===== src/hw/rtl/nts_pkg.sv =====
// Shared types, widths and defaults for the NKRO to six-slot report converter.
package nts_pkg;

    // Fixed field widths.
    localparam int KEY_W        = 8;
    localparam int WORD_W       = 64;
    localparam int WORD_COUNT   = 4;
    localparam int FULL_MAP_W   = WORD_W * WORD_COUNT;
    localparam int SLOT_FIELDS  = 6;
    localparam int SLOT_SEL_W   = 3;

    // Default configuration of the converter.
    localparam int SLOT_COUNT_DEF     = 6;
    localparam int BITMAP_BYTES_DEF   = 32;
    localparam int OVERFLOW_BYTES_DEF = 32;

    // Command from the sequencer to the slot unit.
    typedef struct packed {
        logic                  clear;
        logic                  probe;
        logic                  free;
        logic [KEY_W-1:0]      usage;
        logic [SLOT_SEL_W-1:0] idx;
    } slot_cmd_t;

    // Status from the slot unit back to the sequencer.
    typedef struct packed {
        logic             no_room;
        logic [KEY_W-1:0] rd_key;
    } slot_stat_t;

endpackage


===== src/hw/rtl/nts_slots.sv =====
// Persistent key slots with a shared match and first-empty compare unit.
module nts_slots
    import nts_pkg::*;
#(
    parameter int SLOT_COUNT = SLOT_COUNT_DEF
)
(
    input  logic                               clk,
    input  logic                               rst_n,
    input  slot_cmd_t                          cmd,
    output slot_stat_t                         stat,
    output logic [SLOT_COUNT-1:0][KEY_W-1:0]   slots
);

    localparam int SLOT_IDX_W = (SLOT_COUNT > 1) ? $clog2(SLOT_COUNT) : 1;

    logic [SLOT_COUNT-1:0][KEY_W-1:0] slot_reg;
    logic [SLOT_COUNT-1:0][KEY_W-1:0] slot_next;
    logic                             match;
    logic                             any_empty;
    logic [SLOT_IDX_W-1:0]            first_idx;

    // Compare the probed usage against every slot and find the first empty one.
    always_comb
    begin
        match     = 1'b0;
        any_empty = 1'b0;
        first_idx = '0;
        for (int k = SLOT_COUNT - 1; k >= 0; k--)
        begin
            if (slot_reg[k] == cmd.usage)
            begin
                match = 1'b1;
            end
            if (slot_reg[k] == '0)
            begin
                any_empty = 1'b1;
                first_idx = SLOT_IDX_W'(k);
            end
        end
    end

    assign stat.no_room = !match && !any_empty;
    assign stat.rd_key  = slot_reg[cmd.idx[SLOT_IDX_W-1:0]];
    assign slots        = slot_reg;

    // Slot update: clear, fill on a missed probe, or release.
    always_comb
    begin
        slot_next = slot_reg;
        priority if (cmd.clear)
        begin
            slot_next = '0;
        end
        else if (cmd.probe && !match && any_empty)
        begin
            slot_next[first_idx] = cmd.usage;
        end
        else if (cmd.free)
        begin
            slot_next[cmd.idx[SLOT_IDX_W-1:0]] = '0;
        end
    end

    always_ff @(posedge clk or negedge rst_n)
    begin
        if (!rst_n)
        begin
            slot_reg <= '0;
        end
        else
        begin
            slot_reg <= slot_next;
        end
    end

    // A clear empties every slot on the next cycle.
    assert property (@(posedge clk) disable iff (!rst_n)
        cmd.clear |=> (slot_reg == '0))
        else $error("slots not empty after clear");

    // The sequencer never probes and releases in the same cycle.
    assert property (@(posedge clk) disable iff (!rst_n)
        !(cmd.probe && cmd.free))
        else $error("probe and release overlap");

endmodule


===== src/hw/rtl/nts_ctrl.sv =====
// Sequencer: walks the bitmap byte by byte, drives the slot unit, builds the result.
module nts_ctrl
    import nts_pkg::*;
#(
    parameter int SLOT_COUNT     = SLOT_COUNT_DEF,
    parameter int BITMAP_BYTES   = BITMAP_BYTES_DEF,
    parameter int OVERFLOW_BYTES = OVERFLOW_BYTES_DEF
)
(
    input  logic                               clk,
    input  logic                               rst_n,
    input  logic                               in_valid,
    output logic                               in_stall,
    input  logic                               clear_all,
    input  logic [KEY_W-1:0]                   modifier_bits,
    input  logic [FULL_MAP_W-1:0]              map_in,
    output logic                               out_valid,
    input  logic                               out_stall,
    output logic [KEY_W-1:0]                   out_mods,
    output logic [SLOT_COUNT-1:0][KEY_W-1:0]   out_slots,
    output logic [OVERFLOW_BYTES*8-1:0]        out_ovf,
    output slot_cmd_t                          cmd,
    input  slot_stat_t                         stat,
    input  logic [SLOT_COUNT-1:0][KEY_W-1:0]   slots
);

    localparam int MAP_BITS   = BITMAP_BYTES * 8;
    localparam int OVF_BITS   = OVERFLOW_BYTES * 8;
    localparam int MAP_IDX_W  = $clog2(MAP_BITS);
    localparam int OVF_IDX_W  = $clog2(OVF_BITS);
    localparam int BYTE_W     = (BITMAP_BYTES > 1) ? $clog2(BITMAP_BYTES) : 1;
    localparam int SLOT_IDX_W = (SLOT_COUNT > 1) ? $clog2(SLOT_COUNT) : 1;

    localparam logic [1:0] S_IDLE = 2'd0;
    localparam logic [1:0] S_SCAN = 2'd1;
    localparam logic [1:0] S_REL  = 2'd2;
    localparam logic [1:0] S_FIN  = 2'd3;

    logic [1:0]                       state_reg, state_next;
    logic [MAP_BITS-1:0]              map_reg, map_next;
    logic [7:0]                       byte_reg, byte_next;
    logic [BYTE_W-1:0]                bidx_reg, bidx_next;
    logic [SLOT_IDX_W-1:0]            sidx_reg, sidx_next;
    logic [KEY_W-1:0]                 mods_reg, mods_next;
    logic [OVF_BITS-1:0]              ovf_reg, ovf_next;
    logic                             out_valid_reg, out_valid_next;
    logic [KEY_W-1:0]                 out_mods_reg, out_mods_next;
    logic [SLOT_COUNT-1:0][KEY_W-1:0] out_slots_reg, out_slots_next;
    logic [OVF_BITS-1:0]              out_ovf_reg, out_ovf_next;
    logic [2:0]                       top_bit;
    logic [KEY_W-1:0]                 usage;
    logic                             pressed;
    logic                             accept;
    logic                             out_free;

    // Highest set bit of a byte.
    function automatic logic [2:0] hi_bit(input logic [7:0] b);
        logic [2:0] r;
        r = '0;
        for (int j = 0; j < 8; j++)
        begin
            if (b[j])
            begin
                r = 3'(j);
            end
        end
        return r;
    endfunction

    assign accept   = in_valid && !in_stall;
    assign in_stall = (state_reg != S_IDLE);
    assign out_free = !out_valid_reg || !out_stall;
    assign top_bit  = hi_bit(byte_reg);
    assign usage    = {5'(bidx_reg), top_bit};

    // Bitmap lookup for the key held in the slot under release check.
    assign pressed = (9'(stat.rd_key) < 9'(MAP_BITS)) && map_reg[stat.rd_key[MAP_IDX_W-1:0]];

    // Sequencer.
    always_comb
    begin
        state_next     = state_reg;
        map_next       = map_reg;
        byte_next      = byte_reg;
        bidx_next      = bidx_reg;
        sidx_next      = sidx_reg;
        mods_next      = mods_reg;
        ovf_next       = ovf_reg;
        out_valid_next = out_valid_reg && out_stall;
        out_mods_next  = out_mods_reg;
        out_slots_next = out_slots_reg;
        out_ovf_next   = out_ovf_reg;
        cmd            = '0;
        cmd.usage      = usage;
        cmd.idx        = SLOT_SEL_W'(sidx_reg);

        unique case (state_reg)
            S_IDLE:
            begin
                if (accept)
                begin
                    map_next  = map_in[MAP_BITS-1:0];
                    byte_next = clear_all ? 8'h00 : map_in[7:0];
                    bidx_next = '0;
                    sidx_next = '0;
                    mods_next = clear_all ? 8'h00 : modifier_bits;
                    ovf_next  = '0;
                    cmd.clear = clear_all;
                    state_next = clear_all ? S_FIN : S_SCAN;
                end
            end
            S_SCAN:
            begin
                if (byte_reg == 8'h00)
                begin
                    if (bidx_reg == BYTE_W'(BITMAP_BYTES - 1))
                    begin
                        sidx_next  = '0;
                        state_next = S_REL;
                    end
                    else
                    begin
                        bidx_next = bidx_reg + 1'b1;
                        byte_next = map_reg[{bidx_next, 3'b000} +: 8];
                    end
                end
                else
                begin
                    cmd.probe = 1'b1;
                    if (stat.no_room && (9'(usage) < 9'(OVF_BITS)))
                    begin
                        ovf_next[usage[OVF_IDX_W-1:0]] = 1'b1;
                    end
                    byte_next[top_bit] = 1'b0;
                end
            end
            S_REL:
            begin
                cmd.free = (stat.rd_key != '0) && !pressed;
                if (sidx_reg == SLOT_IDX_W'(SLOT_COUNT - 1))
                begin
                    state_next = S_FIN;
                end
                else
                begin
                    sidx_next = sidx_reg + 1'b1;
                end
            end
            S_FIN:
            begin
                if (out_free)
                begin
                    out_valid_next = 1'b1;
                    out_mods_next  = mods_reg;
                    out_slots_next = slots;
                    out_ovf_next   = ovf_reg;
                    state_next     = S_IDLE;
                end
            end
            default:
            begin
                state_next = S_IDLE;
            end
        endcase
    end

    // Control state.
    always_ff @(posedge clk or negedge rst_n)
    begin
        if (!rst_n)
        begin
            state_reg     <= S_IDLE;
            out_valid_reg <= 1'b0;
        end
        else
        begin
            state_reg     <= state_next;
            out_valid_reg <= out_valid_next;
        end
    end

    // Working and result payload.
    always_ff @(posedge clk)
    begin
        map_reg       <= map_next;
        byte_reg      <= byte_next;
        bidx_reg      <= bidx_next;
        sidx_reg      <= sidx_next;
        mods_reg      <= mods_next;
        ovf_reg       <= ovf_next;
        out_mods_reg  <= out_mods_next;
        out_slots_reg <= out_slots_next;
        out_ovf_reg   <= out_ovf_next;
    end

    assign out_valid = out_valid_reg;
    assign out_mods  = out_mods_reg;
    assign out_slots = out_slots_reg;
    assign out_ovf   = out_ovf_reg;

    // A clear request skips the walk and goes straight to the result.
    assert property (@(posedge clk) disable iff (!rst_n)
        (accept && clear_all) |=> (state_reg == S_FIN))
        else $error("clear request did not skip the walk");

    // Each scan step on a nonzero byte retires exactly one pressed bit.
    assert property (@(posedge clk) disable iff (!rst_n)
        (state_reg == S_SCAN && byte_reg != 8'h00)
            |=> ($countones(byte_reg) == $countones($past(byte_reg)) - 1))
        else $error("scan step did not retire one bit");

    // A pending result is never overwritten while the sink stalls.
    assert property (@(posedge clk) disable iff (!rst_n)
        (out_valid_reg && out_stall) |=> (out_valid_reg && $stable(out_slots_reg)))
        else $error("pending result overwritten");

endmodule


===== src/hw/rtl/nkro_to_six_slot_report_top.sv =====
// Top level of the NKRO to six-slot report converter.
// From accept, the sequencer walks the bitmap byte by byte, probes the shared slot compare unit
// for each pressed key, checks every slot for release and then registers the result; a clear request skips the walk.
// One transaction at a time: in_stall is high from accept until the result is registered,
// and the next transaction is taken while that result waits on out_stall.
// Reset (rst_n low, asynchronous) empties all slots and drops any pending result.
module nkro_to_six_slot_report_top
    import nts_pkg::*;
#(
    parameter int SLOT_COUNT     = SLOT_COUNT_DEF,
    parameter int BITMAP_BYTES   = BITMAP_BYTES_DEF,
    parameter int OVERFLOW_BYTES = OVERFLOW_BYTES_DEF
)
(
    input  logic              clk,
    input  logic              rst_n,
    input  logic              in_valid,
    output logic              in_stall,
    input  logic              clear_all,
    input  logic [KEY_W-1:0]  modifier_bits,
    input  logic [WORD_W-1:0] keymap_word0,
    input  logic [WORD_W-1:0] keymap_word1,
    input  logic [WORD_W-1:0] keymap_word2,
    input  logic [WORD_W-1:0] keymap_word3,
    output logic              out_valid,
    input  logic              out_stall,
    output logic [KEY_W-1:0]  out_modifiers,
    output logic [KEY_W-1:0]  slot_key0,
    output logic [KEY_W-1:0]  slot_key1,
    output logic [KEY_W-1:0]  slot_key2,
    output logic [KEY_W-1:0]  slot_key3,
    output logic [KEY_W-1:0]  slot_key4,
    output logic [KEY_W-1:0]  slot_key5,
    output logic [WORD_W-1:0] overflow_word0,
    output logic [WORD_W-1:0] overflow_word1,
    output logic [WORD_W-1:0] overflow_word2,
    output logic [WORD_W-1:0] overflow_word3
);

    slot_cmd_t                        cmd;
    slot_stat_t                       stat;
    logic [SLOT_COUNT-1:0][KEY_W-1:0] slots;
    logic [SLOT_COUNT-1:0][KEY_W-1:0] out_slots;
    logic [OVERFLOW_BYTES*8-1:0]      out_ovf;
    logic [FULL_MAP_W-1:0]            ovf_full;
    logic [FULL_MAP_W-1:0]            map_in;
    logic [SLOT_FIELDS-1:0][KEY_W-1:0] slot_arr;

    assign map_in = {keymap_word3, keymap_word2, keymap_word1, keymap_word0};

    nts_ctrl #(
        .SLOT_COUNT     (SLOT_COUNT),
        .BITMAP_BYTES   (BITMAP_BYTES),
        .OVERFLOW_BYTES (OVERFLOW_BYTES)
    ) u_ctrl (
        .clk           (clk),
        .rst_n         (rst_n),
        .in_valid      (in_valid),
        .in_stall      (in_stall),
        .clear_all     (clear_all),
        .modifier_bits (modifier_bits),
        .map_in        (map_in),
        .out_valid     (out_valid),
        .out_stall     (out_stall),
        .out_mods      (out_modifiers),
        .out_slots     (out_slots),
        .out_ovf       (out_ovf),
        .cmd           (cmd),
        .stat          (stat),
        .slots         (slots)
    );

    nts_slots #(
        .SLOT_COUNT (SLOT_COUNT)
    ) u_slots (
        .clk   (clk),
        .rst_n (rst_n),
        .cmd   (cmd),
        .stat  (stat),
        .slots (slots)
    );

    // Slots beyond the configured count read as empty.
    for (genvar k = 0; k < SLOT_FIELDS; k++)
    begin : g_slot
        if (k < SLOT_COUNT)
        begin : g_used
            assign slot_arr[k] = out_slots[k];
        end
        else
        begin : g_unused
            assign slot_arr[k] = '0;
        end
    end

    assign slot_key0 = slot_arr[0];
    assign slot_key1 = slot_arr[1];
    assign slot_key2 = slot_arr[2];
    assign slot_key3 = slot_arr[3];
    assign slot_key4 = slot_arr[4];
    assign slot_key5 = slot_arr[5];

    // Overflow bits beyond the overflow length read as zero.
    assign ovf_full       = FULL_MAP_W'(out_ovf);
    assign overflow_word0 = ovf_full[WORD_W-1:0];
    assign overflow_word1 = ovf_full[2*WORD_W-1:WORD_W];
    assign overflow_word2 = ovf_full[3*WORD_W-1:2*WORD_W];
    assign overflow_word3 = ovf_full[4*WORD_W-1:3*WORD_W];

endmodule

===== config.mk =====
export PLATFORM = sky130hd
export DESIGN_NAME = nkro_to_six_slot_report_top
export DESIGN_NICKNAME = d
export VERILOG_FILES = /design/src/hw/rtl/nts_pkg.sv /design/src/hw/rtl/nts_slots.sv /design/src/hw/rtl/nts_ctrl.sv /design/src/hw/rtl/nkro_to_six_slot_report_top.sv
export SDC_FILE = /design/constraint.sdc
export NUM_CORES = 1
export LEC_CHECK = 0
export ABC_AREA = 1
export BUFFER_PORTS_ARGS = -buffer_cell sky130_fd_sc_hd__buf_2
export CAP_MARGIN = 0
export CORE_AREA = 4 4 302 304
export DETAILED_ROUTE_END_ITERATION = 10
export DIE_AREA = 0 0 306 308
export PLACE_DENSITY_LB_ADDON = 0.08
export SLEW_MARGIN = 25
export SYNTH_ARGS = -nofsm -noshare
export SYNTH_HDL_FRONTEND = slang
export SYNTH_HIERARCHICAL = 1
export SYNTH_SLANG_ARGS = --single-unit

===== constraint.sdc =====
create_clock -name clk -period 55.7 [get_ports clk]
set_input_delay 8.355 -clock clk [delete_from_list [all_inputs] [get_ports clk]]
set_output_delay 8.355 -clock clk [all_outputs]
set_load 0.01 [all_outputs]

After elaboration in Yosys (flattened, before gate mapping)
Cells that the tools add are included.
{ "totals": {"register_bits": 899, "out_inout_bits": 314} }
{ "classes": {"add_sub_neg": 2, "magnitude_cmp": 9, "n_eq_ne": 21, "n_shift": 1, "mux": 73, "bitwise_logic": 5, "reduce_logical": 37} }
{ "op_table": {"columns": ["operator", "n"], "rows": [
  ["two-way mux 256 bit", 3],
  ["case mux 256 bit (2 select lines)", 1],
  ["OR 256 bit", 1],
  ["indexed part select 256 x 9 -> 8 bit", 1],
  ["two-way mux 48 bit", 3],
  ["logical NOT 8 bit", 7],
  ["two-way mux 8 bit", 7],
  ["AND 48 bit", 1],
  ["bitwise mux 48 bit", 1],
  ["demux 8 bit (select 3 bit)", 2],
  ["equality test 8 bit", 6],
  ["two-way mux 3 bit", 16],
  ["inverter 48 bit", 1],
  ["binary-select mux 8 bit (select 3 bit)", 1],
  ["two-way mux 1 bit", 23],
  ["less-than comparator 8 x 9 -> 1 bit (second input constant)", 2],
  ["case mux 8 bit (2 select lines)", 1],
  ["two-way mux 5 bit", 3],
  ["less-than comparator 3 x 4 -> 1 bit (second input constant)", 3],
  ["two-way mux 2 bit", 6],
  ["logical AND 1 bit", 10],
  ["inequality test 2 x 1 -> 1 bit (second input constant)", 5],
  ["case mux 5 bit (2 select lines)", 1],
  ["AND reduction 5 bit", 2],
  ["other kinds (26)", 41]
]} }

Logic depth before layout (Yosys ltp)
{ "depth": {"depth_word": 19, "depth_mapped": 29} }

By module
Netlist, hierarchy kept.
{ "modules_own_cells": {"columns": ["module", "n_inst", "cells_each", "area_per_inst_um2", "seq_area_each_um2"], "rows": [
  ["nts_ctrl", 1, 2928, 34928.5, 25539.5],
  ["nts_slots", 1, 779, 4578.1, 1201.2]
]} }

Least setup slack after synthesis
No wires, ideal clock.
{ "synth_path": {"path_type": "input port to flip-flop", "start": "in in_valid", "end": "reg u_ctrl.ovf_reg[0], enable pin", "setup_ns": 0.877, "t_arrival_ns": 24.907, "required_time_ns": 54.823, "path_slack_ns": 29.916, "stages": 4, "path_cell_list": "nand2_1 inv_1 a21oi_1 nor2_1"} }
{ "synth_between": {"elab_chain_cells": 3} }
{ "synth_lines": {"columns": ["item", "line_no", "rtl"], "rows": [
  ["start, declared", "nkro_to_six_slot_report_top.sv:17", "input logic in_valid,"],
  ["logical AND 1 bit", "nts_ctrl.sv:70", "assign accept = in_valid && !in_stall;"],
  ["inequality test 2 x 1 -> 1 bit (no line)", null, null],
  ["AND reduction 4 bit (no line)", null, null],
  ["end signal, assigned", "nts_ctrl.sv:190", "ovf_reg <= ovf_next;"],
  ["end, declared", "nts_ctrl.sv:45", "logic [OVF_BITS-1:0] ovf_reg, ovf_next;"]
]} }
No other way between the ends.
A chain may end at the register's enable or synchronous reset.

Worst setup path after layout
{ "layout_path": {"start": "in out_stall", "end": "reg u_ctrl.out_ovf_reg[39], in the netlist u_ctrl/out_ovf[39], enable pin"} }
{ "layout_between": {"elab_chain_cells": 3} }
{ "layout_lines": {"columns": ["item", "line_no", "rtl"], "rows": [
  ["start, declared", "nkro_to_six_slot_report_top.sv:26", "input logic out_stall,"],
  ["logical NOT 1 bit", "nts_ctrl.sv:72", "assign out_free = !out_valid_reg || !out_stall;"],
  ["logical OR 1 bit", "nts_ctrl.sv:72", null],
  ["AND reduction 2 bit (no line)", null, null],
  ["end signal, assigned", "nts_ctrl.sv:193", "out_ovf_reg <= out_ovf_next;"],
  ["end, declared", "nts_ctrl.sv:49", "logic [OVF_BITS-1:0] out_ovf_reg, out_ovf_next;"]
]} }
No other way between the ends.

==> impl_metrics.ini <==
[outcome]
status = completed

[critical_path]
r2r_start = u_ctrl/sidx_reg[0]
reg2reg_setup_slack_ns = 49.55
critPathKind = input port to flip-flop
critPathLaunchType = input port
endpoint_kind = flip-flop
rr_endpoint = u_slots/slots[13]
arrival_ns = 11.63
crit_required_ns = 55.97
path_max_fanout = 156
r2r_cells = 25

[yosys]
synth_fp_nets = 3984
yosys_most_used_dff = edfxtp_1
ys_seq_area_frac = 0.6769
muxShareOfSynthArea = 0
synth_compound_area_frac = 0.09061
avgSynthCellArea_um2 = 10.66
ys_warn_count = 6
synth_seq_cells = 899
syn_inst = 3707
synthArstFlopShare = 0.05673
synth_top_family_by_area = simple AND/OR/NAND/NOR gates
syn-cell-area_um2 = 39510
synthDistinctLibCells = 43
synth-simple-area-share = 0.1570
synthXorXnorAreaFrac = 0.006809
synth_edf_count = 848
synth_fa_ha_area_frac = 0.002534

[clocking]
clk_pin_slew_ns = 0.06
clk_latency_ns = 0.69
cts_hold_buffers = 0
cts_sinks = 899
htreeDepth = 3
tritoncts = done
cts_setup_buffers = 0
root_buffer = clkbuf_16
clockBufferDepth = 3
post_cts_resized = 0
cts_buffers = 95

[detailed_routing]
detail_route.vias_per_cell = 5.269
drt-pass1-iter-count = 6
drc_errors = 0
vias = 28930
final_antenna_net_count = 0
routed_wl_um = 124700
drtIter0Drc = 3089
wl_per_cell_um = 22.72

[die]
die_h_um = 308
row_count = 109
core_area_um2 = 88240
ios = 583
dieArea_um2 = 94250
start_util = 0.4477
die_w_um = 306

[grt]
grt_usage = 0.2566
grt_pass1_vias = 27470
gr-total-overflow = 0
grt_antenna_before_repair = 8
grt_pass1_wl_um = 180800
grt_max_degree = 184

[pwr]
p_per_area_nw_per_um2 = 65.54
p_leak_nw = 18.67
max-vdd-ir-drop_uv = 49.32

[worst_hold_path]
hold_depth = 0
min_to = u_ctrl/out_ovf[17]
min_path_type = flip-flop to flip-flop
hold_start = u_ctrl/ovf_reg[17]

[timing]
finalClockSkew_ns = 0.04261
fin_hold_ws_ns = 0.4149
rsz0062_at_grt = no
finalSetupTns_ns = 0
min_period_ns = 11.36
max_freq_mhz = 88.04
slew_headroom = 0.2859
finalSetupViolations = 0
timing.final.hold_violations = 0
post-route-period-util = 0.2039
worst_pin_slew_ns = 1.071
final-max-slew-violation-count = 0

[placed_design]
place_congestion = 0.9051
dp_hpwl_um = 86000
io_buffers = 582

[finish]
drive_gt1_frac = 0.1959
layout.nets = 4521
regArea_um2 = 26740
fillCellCount = 7945
multi_input_area_um2 = 10200
layout.core_utilization = 0.5269
area_growth_pct = 17.68

[run]
drv_cap = 0
metal layers:
metal	part of all wire	vias to the layer above	track usage
li1	-	13660	-
met1	0.40	13750	0.3298
met2	0.49	1288	0.4384
met3	0.070	233	0.04209
met4	0.040	4	0.09942
met5	0.00017	-	0
cells in the final DEF (no fill, tap or decap), types with 20 or more instances in the layout:
| cell type | synthesis | final |
|---|---|---|
| a21oi_1 | 378 | 377 |
| buf_2 | 53 | 582 |
| buf_4 | 21 | 43 |
| clkbuf_16 | 0 | 97 |
| clkinv_1 | 6 | 23 |
| clkinv_2 | 0 | 20 |
| dfrtp_1 | 51 | 51 |
| edfxtp_1 | 848 | 848 |
| inv_1 | 426 | 423 |
| nand2_1 | 799 | 799 |
| nand3_1 | 273 | 273 |
| nor2_1 | 322 | 318 |
| o211ai_1 | 50 | 50 |
| o21ai_0 | 166 | 166 |
| o21ai_1 | 42 | 42 |
| xnor2_1 | 27 | 27 |
cells by family after synthesis:
| logic type | Yosys count |
|---|---|
| simple gates | 1470 |
| flops | 899 |
| xor+xnor | 29 |
| compound gates | 669 |
| buf+inv | 632 |
| fa+ha+maj | 8 |
stage by stage:
step	instance area, um2	power [W]	worst slack [ns]	instances
detailed placement	43350	0.002426	43.67	5311
finish	46490	0.003047	44.34	5490
global placement	43350	0.002416	43.70	5311
CTS	46460	0.003055	44.39	5487
global route	46490	0.003224	44.08	5490
floorplan	39510	0.002059	29.92	3707
synthesized netlist by cell type (2+ instances only):
cell       instances  share of area
a21oi_1          378          0.048
a221oi_1           4        0.00089
a22oi_1            7         0.0013
buf_1             10        0.00095
buf_2             53         0.0067
buf_4             21         0.0040
buf_6             13         0.0037
clkbuf_1          91         0.0086
clkinv_1           6        0.00057
dfrtp_1           51          0.032
edfxtp_1         848           0.64
ha_1               8         0.0025
inv_1            426          0.040
inv_2             12         0.0011
nand2_1          799          0.076
nand2_2           15         0.0024
nand3_1          273          0.035
nand3_2            3        0.00076
nand3_4            3         0.0013
nand3b_1           8         0.0015
nand4_1            8         0.0013
nor2_1           322          0.031
nor2_2             9         0.0014
nor2_4            18         0.0051
nor3_1             6        0.00076
nor3_2             2        0.00051
o2111ai_1          2        0.00044
o211ai_1          50         0.0095
o21ai_0          166          0.021
o21ai_1           42         0.0053
o221ai_1           9         0.0020
o22ai_1            6        0.00095
xnor2_1           27         0.0060
xor2_2             2        0.00082
where the power goes:
group | internal, W | total (W) | switching, W | leakage (nW)
clock | 0.000355 | 0.000624 | 0.000269 | 1.51
sequential | 0.00109 | 0.00124 | 0.000147 | 8.67
combinational | 0.000312 | 0.00118 | 0.000870 | 8.48
critical path: stages:
cell and delay (ns):
buf_2 0.12, a21oi_4 0.58, buf_4 0.76, buf_4 0.81
buf_12 0.56
worst max path at each step:
stage / from / to / slack [ns] / depth (start not counted)
floorplan: in_valid / u_ctrl/ovf_reg[0] / 29.92 / 4
global placement: out_stall / u_ctrl/out_ovf[27] / 43.70 / 5
detailed placement: out_stall / u_ctrl/out_ovf[27] / 43.67 / 5
CTS: out_stall / u_ctrl/out_ovf[19] / 44.39 / 5
global route: out_stall / u_ctrl/out_ovf[39] / 44.08 / 5
finish: out_stall / u_ctrl/out_ovf[39] / 44.34 / 5
final cells by class:
class                      count  area share
antenna                        2   0.0001077
timing repair buffer         628     0.07105
multi-input combinational   2176      0.2193
clock buffer                 119     0.05463
tap                         1165     0.03135
inverter                     444     0.03617
sequential                   899      0.5752
clock inverter                57     0.01216
Note: power is estimated with default switching activity, not from simulation.
